<file path="src/rtl/assert_macros.svh">
// Assertion helpers shared by the RTL files.
// Every check is clocked on the rising edge and is switched off while reset is held.
`ifndef ASSERT_MACROS_SVH
`define ASSERT_MACROS_SVH

// The condition holds at every clock edge.
`define ASSERT_ALWAYS(lbl, clk, rst_n, cond) \
  lbl: assert property (@(posedge clk) disable iff (!rst_n) (cond)) \
    else $error("assertion failed");

// When the trigger holds, the consequence holds in the same cycle.
`define ASSERT_IMPL(lbl, clk, rst_n, trig, cons) \
  lbl: assert property (@(posedge clk) disable iff (!rst_n) (trig) |-> (cons)) \
    else $error("assertion failed");

// When the trigger holds, the consequence holds in the next cycle.
`define ASSERT_NEXT(lbl, clk, rst_n, trig, cons) \
  lbl: assert property (@(posedge clk) disable iff (!rst_n) (trig) |=> (cons)) \
    else $error("assertion failed");

`endif

</file>
<file path="src/rtl/gnc_pkg.sv">
`default_nettype none

package gnc_pkg;

  // Default sizes.
  localparam int unsigned MAX_ALLELES_DEF = 16;
  localparam int unsigned MAX_PLOIDY_DEF  = 8;

  localparam int unsigned CODE_W     = 27;
  localparam int unsigned NUC_W      = 4;
  localparam int unsigned FUNC_W     = 2;
  localparam int unsigned CHAR_W     = 8;
  localparam int unsigned CFG_IDX_W  = 3;
  localparam int unsigned CFG_DATA_W = 4;

  // Input item tags.
  typedef enum logic [FUNC_W-1:0] {
    FUNC_REF = 2'd0,
    FUNC_ALT = 2'd1,
    FUNC_GT  = 2'd2,
    FUNC_EOL = 2'd3
  } func_e;

  // Configuration register indices.
  typedef enum logic [CFG_IDX_W-1:0] {
    REG_DROP_UNIFORM = 3'd0,
    REG_CODE_A       = 3'd1,
    REG_CODE_C       = 3'd2,
    REG_CODE_G       = 3'd3,
    REG_CODE_T       = 3'd4,
    REG_CODE_MISSING = 3'd5
  } reg_idx_e;

  typedef enum logic {
    KIND_SAMPLE = 1'b0,
    KIND_EOL    = 1'b1
  } kind_e;

  // Reset values of the code digit registers.
  localparam logic [NUC_W-1:0] CODE_A_RST       = 4'd4;
  localparam logic [NUC_W-1:0] CODE_C_RST       = 4'd2;
  localparam logic [NUC_W-1:0] CODE_G_RST       = 4'd3;
  localparam logic [NUC_W-1:0] CODE_T_RST       = 4'd1;
  localparam logic [NUC_W-1:0] CODE_MISSING_RST = 4'd5;

  // Characters of interest.
  localparam logic [CHAR_W-1:0] CH_NUL   = 8'h00;
  localparam logic [CHAR_W-1:0] CH_TAB   = 8'h09;
  localparam logic [CHAR_W-1:0] CH_LF    = 8'h0A;
  localparam logic [CHAR_W-1:0] CH_CR    = 8'h0D;
  localparam logic [CHAR_W-1:0] CH_COMMA = 8'h2C;
  localparam logic [CHAR_W-1:0] CH_DOT   = 8'h2E;
  localparam logic [CHAR_W-1:0] CH_SLASH = 8'h2F;
  localparam logic [CHAR_W-1:0] CH_ZERO  = 8'h30;
  localparam logic [CHAR_W-1:0] CH_NINE  = 8'h39;
  localparam logic [CHAR_W-1:0] CH_COLON = 8'h3A;
  localparam logic [CHAR_W-1:0] CH_BAR   = 8'h7C;

  typedef struct packed {
    logic [NUC_W-1:0] a;
    logic [NUC_W-1:0] c;
    logic [NUC_W-1:0] g;
    logic [NUC_W-1:0] t;
    logic [NUC_W-1:0] missing;
  } nuc_codes_t;

  typedef struct packed {
    kind_e             kind;
    logic [CODE_W-1:0] code;
    logic              err;
    logic              keep;
  } result_t;

  // Code digit of a base letter; anything that is not a base gets the missing digit.
  function automatic logic [NUC_W-1:0] map_base(input logic [CHAR_W-1:0] c,
                                                 input nuc_codes_t codes);
    logic [NUC_W-1:0] r;
    unique case (c)
      8'h41, 8'h61: r = codes.a;
      8'h43, 8'h63: r = codes.c;
      8'h47, 8'h67: r = codes.g;
      8'h54, 8'h74: r = codes.t;
      default:      r = codes.missing;
    endcase
    return r;
  endfunction

  function automatic logic is_digit(input logic [CHAR_W-1:0] c);
    return (c >= CH_ZERO) && (c <= CH_NINE);
  endfunction

  function automatic logic is_delim(input logic [CHAR_W-1:0] c);
    return (c == CH_COLON) || (c == CH_TAB) || (c == CH_LF) || (c == CH_CR) ||
           (c == CH_NUL);
  endfunction

endpackage

`default_nettype wire

</file>
<file path="src/rtl/genotype_nucleotide_coder.sv">
// A result is registered in the result register, or first in its skid stage when that is held.
// Throughput: one input transfer per cycle; the parse state and the allele store are
// updated by a single pass of logic per byte, and the store read is fetched ahead.
// The input stalls only when the result register and its skid stage are both full.
// Reset (rst_ni, asynchronous, active low) clears all control and line state and loads
// the default code digits; the allele store itself is not cleared.
`default_nettype none

`include "assert_macros.svh"

module genotype_nucleotide_coder #(
  parameter int unsigned MAX_ALLELES = gnc_pkg::MAX_ALLELES_DEF,
  parameter int unsigned MAX_PLOIDY  = gnc_pkg::MAX_PLOIDY_DEF
) (
  input  wire logic                          clk_i,
  input  wire logic                          rst_ni,
  // Configuration write channel.
  input  wire logic                          cfg_valid_i,
  output logic                               cfg_ready_o,
  input  wire logic [gnc_pkg::CFG_IDX_W-1:0]  cfg_index_i,
  input  wire logic [gnc_pkg::CFG_DATA_W-1:0] cfg_data_i,
  // Input byte channel.
  input  wire logic                          in_valid_i,
  output logic                               in_ready_o,
  input  wire logic [gnc_pkg::FUNC_W-1:0]     func_i,
  input  wire logic [gnc_pkg::CHAR_W-1:0]     char_byte_i,
  // Result channel.
  output logic                               out_valid_o,
  input  wire logic                          out_ready_i,
  output logic                               result_kind_o,
  output logic      [gnc_pkg::CODE_W-1:0]     sample_code_o,
  output logic                               sample_error_o,
  output logic                               line_keep_o
);
  import gnc_pkg::*;

  // Address width of the allele store, width of the index accumulator (which has to
  // hold MAX_ALLELES itself as its saturation value) and of the digit count.
  localparam int unsigned AW = (MAX_ALLELES > 1) ? $clog2(MAX_ALLELES) : 1;
  localparam int unsigned IW = $clog2(MAX_ALLELES + 1);
  localparam int unsigned VW = IW + 4;
  localparam int unsigned DW = $clog2(MAX_PLOIDY + 1);

  typedef struct packed {
    logic [CODE_W-1:0] code;
    logic [DW-1:0]     digits;
    logic              failed;
  } sample_t;

  // Appends one code digit to the sample, or marks it failed when the ploidy is used up.
  function automatic sample_t append(input sample_t s, input logic [NUC_W-1:0] d);
    sample_t r;
    r = s;
    if (!s.failed) begin
      if (s.digits >= DW'(MAX_PLOIDY)) begin
        r.failed = 1'b1;
      end else begin
        r.code   = (s.code << 3) + (s.code << 1) + CODE_W'(d);
        r.digits = s.digits + 1'b1;
      end
    end
    return r;
  endfunction

  // Configuration registers.
  logic       drop_q;
  nuc_codes_t codes_q;

  // Line and sample state.
  logic [AW-1:0]   last_q, last_d;
  logic [IW-1:0]   idx_q, idx_d;
  logic            in_num_q, in_num_d;
  sample_t         samp_q, samp_d;
  logic [CODE_W:0] prev_q, prev_d;
  logic            seen_q, seen_d;
  logic            keep_q, keep_d;

  // Allele store interface.
  logic             tbl_we;
  logic [AW-1:0]    tbl_waddr;
  logic [NUC_W-1:0] tbl_wdata;
  logic [NUC_W-1:0] tbl_rdata;

  logic            in_fire;
  logic            push;
  result_t         res;
  result_t         out_res;
  logic [VW-1:0]   idx_next;
  logic [CODE_W:0] cur_mark;

  assign cfg_ready_o = 1'b1;
  assign in_fire     = in_valid_i && in_ready_o;

  // Configuration writes; an index beyond the register list is dropped.
  always_ff @(posedge clk_i or negedge rst_ni) begin
    if (!rst_ni) begin
      drop_q          <= 1'b0;
      codes_q.a       <= CODE_A_RST;
      codes_q.c       <= CODE_C_RST;
      codes_q.g       <= CODE_G_RST;
      codes_q.t       <= CODE_T_RST;
      codes_q.missing <= CODE_MISSING_RST;
    end else if (cfg_valid_i && cfg_ready_o) begin
      case (cfg_index_i)
        REG_DROP_UNIFORM: drop_q          <= cfg_data_i[0];
        REG_CODE_A:       codes_q.a       <= cfg_data_i;
        REG_CODE_C:       codes_q.c       <= cfg_data_i;
        REG_CODE_G:       codes_q.g       <= cfg_data_i;
        REG_CODE_T:       codes_q.t       <= cfg_data_i;
        REG_CODE_MISSING: codes_q.missing <= cfg_data_i;
        default: ;
      endcase
    end
  end

  // The decimal value of an allele index digit is the low nibble of its character.
  assign idx_next = (VW'(idx_q) << 3) + (VW'(idx_q) << 1) + VW'(char_byte_i[3:0]);

  // Next-state logic for one byte. A genotype byte may both close an index number and
  // append the missing digit for a dot, so up to two digits go in within one pass.
  always_comb begin
    last_d    = last_q;
    idx_d     = idx_q;
    in_num_d  = in_num_q;
    samp_d    = samp_q;
    prev_d    = prev_q;
    seen_d    = seen_q;
    keep_d    = keep_q;
    tbl_we    = 1'b0;
    tbl_waddr = last_q;
    tbl_wdata = map_base(char_byte_i, codes_q);
    push      = 1'b0;
    res       = '0;
    cur_mark  = '0;

    if (in_fire) begin
      unique case (func_i)
        FUNC_REF: begin
          samp_d    = '0;
          idx_d     = '0;
          in_num_d  = 1'b0;
          last_d    = '0;
          tbl_we    = 1'b1;
          tbl_waddr = '0;
          seen_d    = 1'b0;
          keep_d    = !drop_q;
        end
        FUNC_ALT: begin
          if (char_byte_i == CH_COMMA) begin
            // The last entry absorbs any further alleles.
            if (last_q < AW'(MAX_ALLELES - 1)) begin
              last_d = last_q + 1'b1;
            end
          end else if (char_byte_i != CH_TAB) begin
            tbl_we = 1'b1;
          end
        end
        FUNC_EOL: begin
          samp_d    = '0;
          idx_d     = '0;
          in_num_d  = 1'b0;
          push      = 1'b1;
          res.kind  = KIND_EOL;
          res.keep  = keep_q;
        end
        FUNC_GT: begin
          if (is_digit(char_byte_i)) begin
            if (!samp_q.failed) begin
              idx_d = (idx_next > VW'(MAX_ALLELES)) ? IW'(MAX_ALLELES) : IW'(idx_next);
            end
            in_num_d = 1'b1;
          end else begin
            if (in_num_q) begin
              in_num_d = 1'b0;
              if (!samp_q.failed) begin
                if (idx_q > IW'(last_q)) begin
                  samp_d.failed = 1'b1;
                end else begin
                  samp_d = append(samp_q, tbl_rdata);
                end
              end
              idx_d = '0;
            end
            priority if (is_delim(char_byte_i)) begin
              // A failed sample compares as a value no code can take.
              cur_mark  = samp_d.failed ? {1'b1, {CODE_W{1'b0}}} : {1'b0, samp_d.code};
              push      = 1'b1;
              res.kind  = KIND_SAMPLE;
              res.code  = samp_d.failed ? '0 : samp_d.code;
              res.err   = samp_d.failed;
              if (!keep_q && seen_q) begin
                keep_d = (prev_q != cur_mark);
              end
              prev_d   = cur_mark;
              seen_d   = 1'b1;
              samp_d   = '0;
              idx_d    = '0;
              in_num_d = 1'b0;
            end else if (char_byte_i == CH_DOT) begin
              samp_d = append(samp_d, codes_q.missing);
            end else if ((char_byte_i != CH_SLASH) && (char_byte_i != CH_BAR)) begin
              samp_d.failed = 1'b1;
            end else begin
              // Allele dividers carry no information here.
            end
          end
        end
      endcase
    end
  end

  always_ff @(posedge clk_i or negedge rst_ni) begin
    if (!rst_ni) begin
      last_q   <= '0;
      idx_q    <= '0;
      in_num_q <= 1'b0;
      samp_q   <= '0;
      prev_q   <= '0;
      seen_q   <= 1'b0;
      keep_q   <= 1'b0;
    end else begin
      last_q   <= last_d;
      idx_q    <= idx_d;
      in_num_q <= in_num_d;
      samp_q   <= samp_d;
      prev_q   <= prev_d;
      seen_q   <= seen_d;
      keep_q   <= keep_d;
    end
  end

  // The store is read at the next index value, so the entry for idx_q is ready
  // when the byte that closes the number arrives.
  gnc_table #(
    .DEPTH (MAX_ALLELES)
  ) u_table (
    .clk_i   (clk_i),
    .rst_ni  (rst_ni),
    .we_i    (tbl_we),
    .waddr_i (tbl_waddr),
    .wdata_i (tbl_wdata),
    .raddr_i (idx_d[AW-1:0]),
    .rdata_o (tbl_rdata)
  );

  gnc_out_buf u_out_buf (
    .clk_i        (clk_i),
    .rst_ni       (rst_ni),
    .push_i       (push),
    .push_data_i  (res),
    .can_accept_o (in_ready_o),
    .valid_o      (out_valid_o),
    .ready_i      (out_ready_i),
    .data_o       (out_res)
  );

  assign result_kind_o  = out_res.kind;
  assign sample_code_o  = out_res.code;
  assign sample_error_o = out_res.err;
  assign line_keep_o    = out_res.keep;

  `ASSERT_ALWAYS(a_idx_saturates, clk_i, rst_ni, idx_q <= IW'(MAX_ALLELES))
  `ASSERT_ALWAYS(a_last_in_range, clk_i, rst_ni, last_q <= AW'(MAX_ALLELES - 1))
  `ASSERT_ALWAYS(a_ploidy_bound, clk_i, rst_ni, samp_q.digits <= DW'(MAX_PLOIDY))
  `ASSERT_NEXT(a_ref_starts_line, clk_i, rst_ni, in_fire && (func_i == FUNC_REF),
               !seen_q && (last_q == '0) && !samp_q.failed)

endmodule

`default_nettype wire

</file>
<file path="src/rtl/gnc_table.sv">
`default_nettype none

// Allele-to-code store with a registered read. A write to the address being read
// in the same cycle is forwarded, so the read data always reflect the latest write.
module gnc_table #(
  parameter int unsigned DEPTH = gnc_pkg::MAX_ALLELES_DEF,
  localparam int unsigned AW   = (DEPTH > 1) ? $clog2(DEPTH) : 1
) (
  input  wire logic                     clk_i,
  input  wire logic                     rst_ni,
  input  wire logic                     we_i,
  input  wire logic [AW-1:0]            waddr_i,
  input  wire logic [gnc_pkg::NUC_W-1:0] wdata_i,
  input  wire logic [AW-1:0]            raddr_i,
  output logic      [gnc_pkg::NUC_W-1:0] rdata_o
);
  import gnc_pkg::*;

  logic [NUC_W-1:0] store_q [DEPTH];
  logic [NUC_W-1:0] rd_mem_q;
  logic [NUC_W-1:0] fwd_data_q;
  logic             fwd_q;

  always_ff @(posedge clk_i) begin
    if (we_i) begin
      store_q[waddr_i] <= wdata_i;
    end
    rd_mem_q   <= store_q[raddr_i];
    fwd_data_q <= wdata_i;
  end

  always_ff @(posedge clk_i or negedge rst_ni) begin
    if (!rst_ni) begin
      fwd_q <= 1'b0;
    end else begin
      fwd_q <= we_i && (waddr_i == raddr_i);
    end
  end

  assign rdata_o = fwd_q ? fwd_data_q : rd_mem_q;

endmodule

`default_nettype wire

</file>
<file path="src/rtl/gnc_out_buf.sv">
`default_nettype none

`include "assert_macros.svh"

// Result register with a skid stage behind it.
module gnc_out_buf (
  input  wire logic             clk_i,
  input  wire logic             rst_ni,
  input  wire logic             push_i,
  input  wire gnc_pkg::result_t push_data_i,
  output logic                  can_accept_o,
  output logic                  valid_o,
  input  wire logic             ready_i,
  output gnc_pkg::result_t      data_o
);
  import gnc_pkg::*;

  result_t out_q;
  result_t skid_q;
  logic    out_valid_q;
  logic    skid_valid_q;
  logic    pop;

  assign pop = out_valid_q && ready_i;

  always_ff @(posedge clk_i or negedge rst_ni) begin
    if (!rst_ni) begin
      out_valid_q  <= 1'b0;
      skid_valid_q <= 1'b0;
    end else begin
      if (!out_valid_q || pop) begin
        if (skid_valid_q) begin
          out_valid_q  <= 1'b1;
          skid_valid_q <= 1'b0;
        end else begin
          out_valid_q <= push_i;
        end
      end else if (push_i) begin
        skid_valid_q <= 1'b1;
      end
    end
  end

  always_ff @(posedge clk_i) begin
    if (!out_valid_q || pop) begin
      if (skid_valid_q) begin
        out_q <= skid_q;
      end else if (push_i) begin
        out_q <= push_data_i;
      end
    end else if (push_i) begin
      skid_q <= push_data_i;
    end
  end

  assign can_accept_o = !skid_valid_q;
  assign valid_o      = out_valid_q;
  assign data_o       = out_q;

  `ASSERT_IMPL(a_skid_behind_out, clk_i, rst_ni, skid_valid_q, out_valid_q)
  `ASSERT_IMPL(a_no_push_when_full, clk_i, rst_ni, skid_valid_q, !push_i)
  `ASSERT_NEXT(a_stall_fills_skid, clk_i, rst_ni, push_i && out_valid_q && !ready_i,
               skid_valid_q)

endmodule

`default_nettype wire

</file>
<file path="config.mk">
export PLATFORM = sky130hd
export DESIGN_NAME = genotype_nucleotide_coder
export DESIGN_NICKNAME = d
export VERILOG_FILES = /design/src/rtl/gnc_pkg.sv /design/src/rtl/genotype_nucleotide_coder.sv /design/src/rtl/gnc_table.sv /design/src/rtl/gnc_out_buf.sv
export VERILOG_INCLUDE_DIRS = /design/src /design/src/rtl
export SDC_FILE = /design/constraint.sdc
export NUM_CORES = 1
export LEC_CHECK = 0
export ABC_AREA = 1
export BUFFER_PORTS_ARGS = -buffer_cell sky130_fd_sc_hd__buf_2
export CORE_MARGIN = 4
export CORE_UTILIZATION = 58
export CTS_CLUSTER_DIAMETER = 60
export DETAILED_ROUTE_END_ITERATION = 10
export PLACE_DENSITY = 0.87
export REMOVE_ABC_BUFFERS = 1
export SLEW_MARGIN = 20
export SYNTH_ARGS = -nofsm -noshare
export SYNTH_HDL_FRONTEND = slang
export SYNTH_HIERARCHICAL = 1
export SYNTH_SLANG_ARGS = --single-unit
</file>
<file path="constraint.sdc">
create_clock -name clk_i -period 4.6 [get_ports clk_i]
set_input_delay 0.46 -clock clk_i [delete_from_list [all_inputs] [get_ports clk_i]]
set_output_delay 0.46 -clock clk_i [all_outputs]
set_load 0.01 [all_outputs]
</file>
==> flow_metrics.tcl <==
set metrics [dict create \
    slew_headroom_pct 30.62 \
    dp_hpwl_um 28870 \
    cts-root-buf "clkbuf_16" \
    whs_path_depth 4 \
    worstHoldPathType "in2reg" \
    critPathCaptureType "flop" \
    placementRows 58 \
    clockBufferDepth 3 \
    tightest_slew_ps 1030 \
    num_vias 13930 \
    ys_seq_area_share_pct 41.90 \
    cp_slowest_cell "fa_2" \
    wl_um 42390 \
    wl_per_cell_um 17.81 \
    numCtsBuffers 27 \
    finalNonFillerCells 2380 \
    grt_pass1_vias 13460 \
    gp_congestion 0.9681 \
    clock-sinks 228 \
    crit_path_max_incr_delay_ps 610 \
    setup_viol 1 \
    placed_cell_area_um2 15870 \
    antenna_found_initial 2 \
    synth_edf_count 124 \
    worst_slack_ps -36.00 \
    coreArea_um2 25330 \
    required_ps 5020 \
    n_antenna_cell 0 \
    violations "setup timing" \
    final_area_um2 17680 \
    ys.flop_type "edfxtp_1" \
    timing.final.crit_period_ps 4636 \
    clk_pin_slew_ps 60 \
    ios 55 \
    drt_first_pass_iters 7 \
    grt_first_pass_wirelength_um 64590 \
    min_to "u_out_buf/skid_valid_q" \
    die-height_um 168.9 \
    postRouteAntennaNets 0 \
    r2r_cells 26 \
    start_util_pct 59.32 \
    synth_warnings 6 \
    synth_common_cells "nand2_1 (571), inv_1 (275), nand3_1 (149), nor2_1 (146), edfxtp_1 (124)" \
    post_route_cells_drive_above_1_share_pct 16.93 \
    fin_setup_tns_ps -36.00 \
    critical_path.max_fanout 4 \
    reg2reg_from "u_table/fwd_q" \
    first_iter_violations 1593 \
    critPathBufInv 3 \
    total_power_mw 6.532 \
    overflow 0 \
    avgSynthCellArea_um2 7.846 \
    leakagePower_nw 8.518 \
    fin_crit_sh_pct 100.8 \
    place_ws_ps -262.8 \
    yosysMostFrequentCell "nand2_1" \
    crit_family "adder cells" \
    startpoint_type "flop" \
    worst-setup-path-type "reg2reg" \
    nNetsFinal 2170 \
    final_max_slew_viol_count 0 \
    r2r-end "samp_q[28]" \
    synth_area_um2 15020 \
    cts_tree "built" \
    die_w_um 168.9 \
    hold_viol 0 \
    vias_per_cell 5.851 \
    async_flop_share_pct 42.11 \
    cp.arrival_ps 5050 \
    grt_usage_pct 27.35 \
    synth_top_area_cell "edfxtp_1" \
    power_density_nw_per_um2 369.5 \
    fin_skew_ps 23.37 \
    dp_cells 2313 \
    drv_cap 0 \
    syn2layout_area_growth_pct 17.67 \
    fp.dieArea_um2 28540 \
    synthCells 1915 \
    outcome "finished with violations" \
    cp_common_cell "nand2_1" \
    grt_start_max_net_pins 56 \
    htree_levels 1 \
    synth.area.top_cells "edfxtp_1 (25%), dfrtp_1 (15%), nand2_1 (14%)" \
    max_freq_mhz 215.7 \
    clock_latency_ps 560 \
    regToRegSetupSlack_ps -40 \
    synth_cell_type_count 63 \
    io_buffers 53 \
    drc_errors 0 \
    synth_top_area_share_pct 24.78 \
    ir_drop_mv 0.3663 \
    min_from "out_ready_i" \
    ys_seq_elements 228 \
]
[worst min-delay path: stages]
cell,delay [ps]
buf_2,90
inv_1,40
nand2_1,110
nor2_1,50
[what timing repair did]
item                                    CTS  global route
buffers inserted                          2            14
endpoints found under the setup margin   13            16
endpoints found under the hold margin    42             0
resized for setup                        17           134
hold buffers                              1             0
pin swaps                                 3            39
cloned                                    0             0
[worst max path at each step]
stage	from	end	slack (ps)	depth (start not counted)
2_1_floorplan	last_q[2]	samp_q[25]	350	23
3_3_place_gp	u_table/fwd_q	samp_q[28]	-170	29
3_5_place_dp	u_table/fwd_q	samp_q[28]	-260	29
4_1_cts	u_table/fwd_q	samp_q[29]	10	27
5_1_grt	u_table/fwd_q	samp_q[28]	-250	26
6_report	u_table/fwd_q	samp_q[28]	-40	26
[sequential cells by signal, indices dropped and copies added, names as in the netlist, 5 cells and up]
signal,cells
u_out_buf/skid_q,30
codes_q,20
u_table/store_q,64
u_out_buf/data_o,30
idx_q,5
prev_q,28
samp_q,32
[area by class of cell]
cell class / instances / area, µm²
multi-input combinational: 1355 / 8168
fill: 1854 / 7647
sequential: 228 / 6295
inverter: 284 / 1079
timing repair buffer: 133 / 874.6
clock buffer: 30 / 686.9
tap: 330 / 412.9
clock inverter: 20 / 163.9
[stage by stage]
| stage | hold WS (ps) | util (%) |
|---|---|---|
| 2_1_floorplan | 164.4 | - |
| 3_5_place_dp | 475.5 | 62.66 |
| 3_3_place_gp | 466.3 | 62.66 |
| 6_report | 240.8 | 69.81 |
| 5_1_grt | 275.9 | 69.81 |
| 4_1_cts | 232.8 | 66.42 |
[power breakdown]
group	internal, mW	switching, mW	total, mW
logic	0.826	1.27	2.09
clock network	1.15	0.888	2.04
registers	2.31	0.0896	2.40
total	4.29	2.24	6.53
[cells by family (layout without fill, tap and decap cells)]
logic type | count (synthesis) | in the layout | share of synthesized area (%)
and+or+nand+nor | 956 | 956 | 26.82
other | 1 | 1 | 0.02496
xor gates and xnor gates | 23 | 23 | 1.341
DFF | 228 | 228 | 41.90
muxes | 4 | 4 | 0.2998
adders and majority gates | 119 | 119 | 10.21
buffers and inverters | 332 | 467 | 9.294
AOI/OAI and AO/OA | 252 | 252 | 10.12
[layer usage]
metal	vias up	wire length, µm	track usage, %
li1	6521	-	-
met1	6547	16310	33.90
met2	677	20970	48.16
met3	179	2842	3.223
met4	2	2258	11.96
met5	-	13	0
[cells in the final DEF (no fill, tap or decap), types with 39 or more instances in the layout]
cell	n
nand2_1	548
inv_1	260
nor2_1	141
nand3_1	137
edfxtp_1	124
dfrtp_1	89
o21ai_0	81
buf_4	79
ha_1	75
a21oi_1	55
buf_2	52
nand2_2	39
Power figures use the tool's default switching activity.
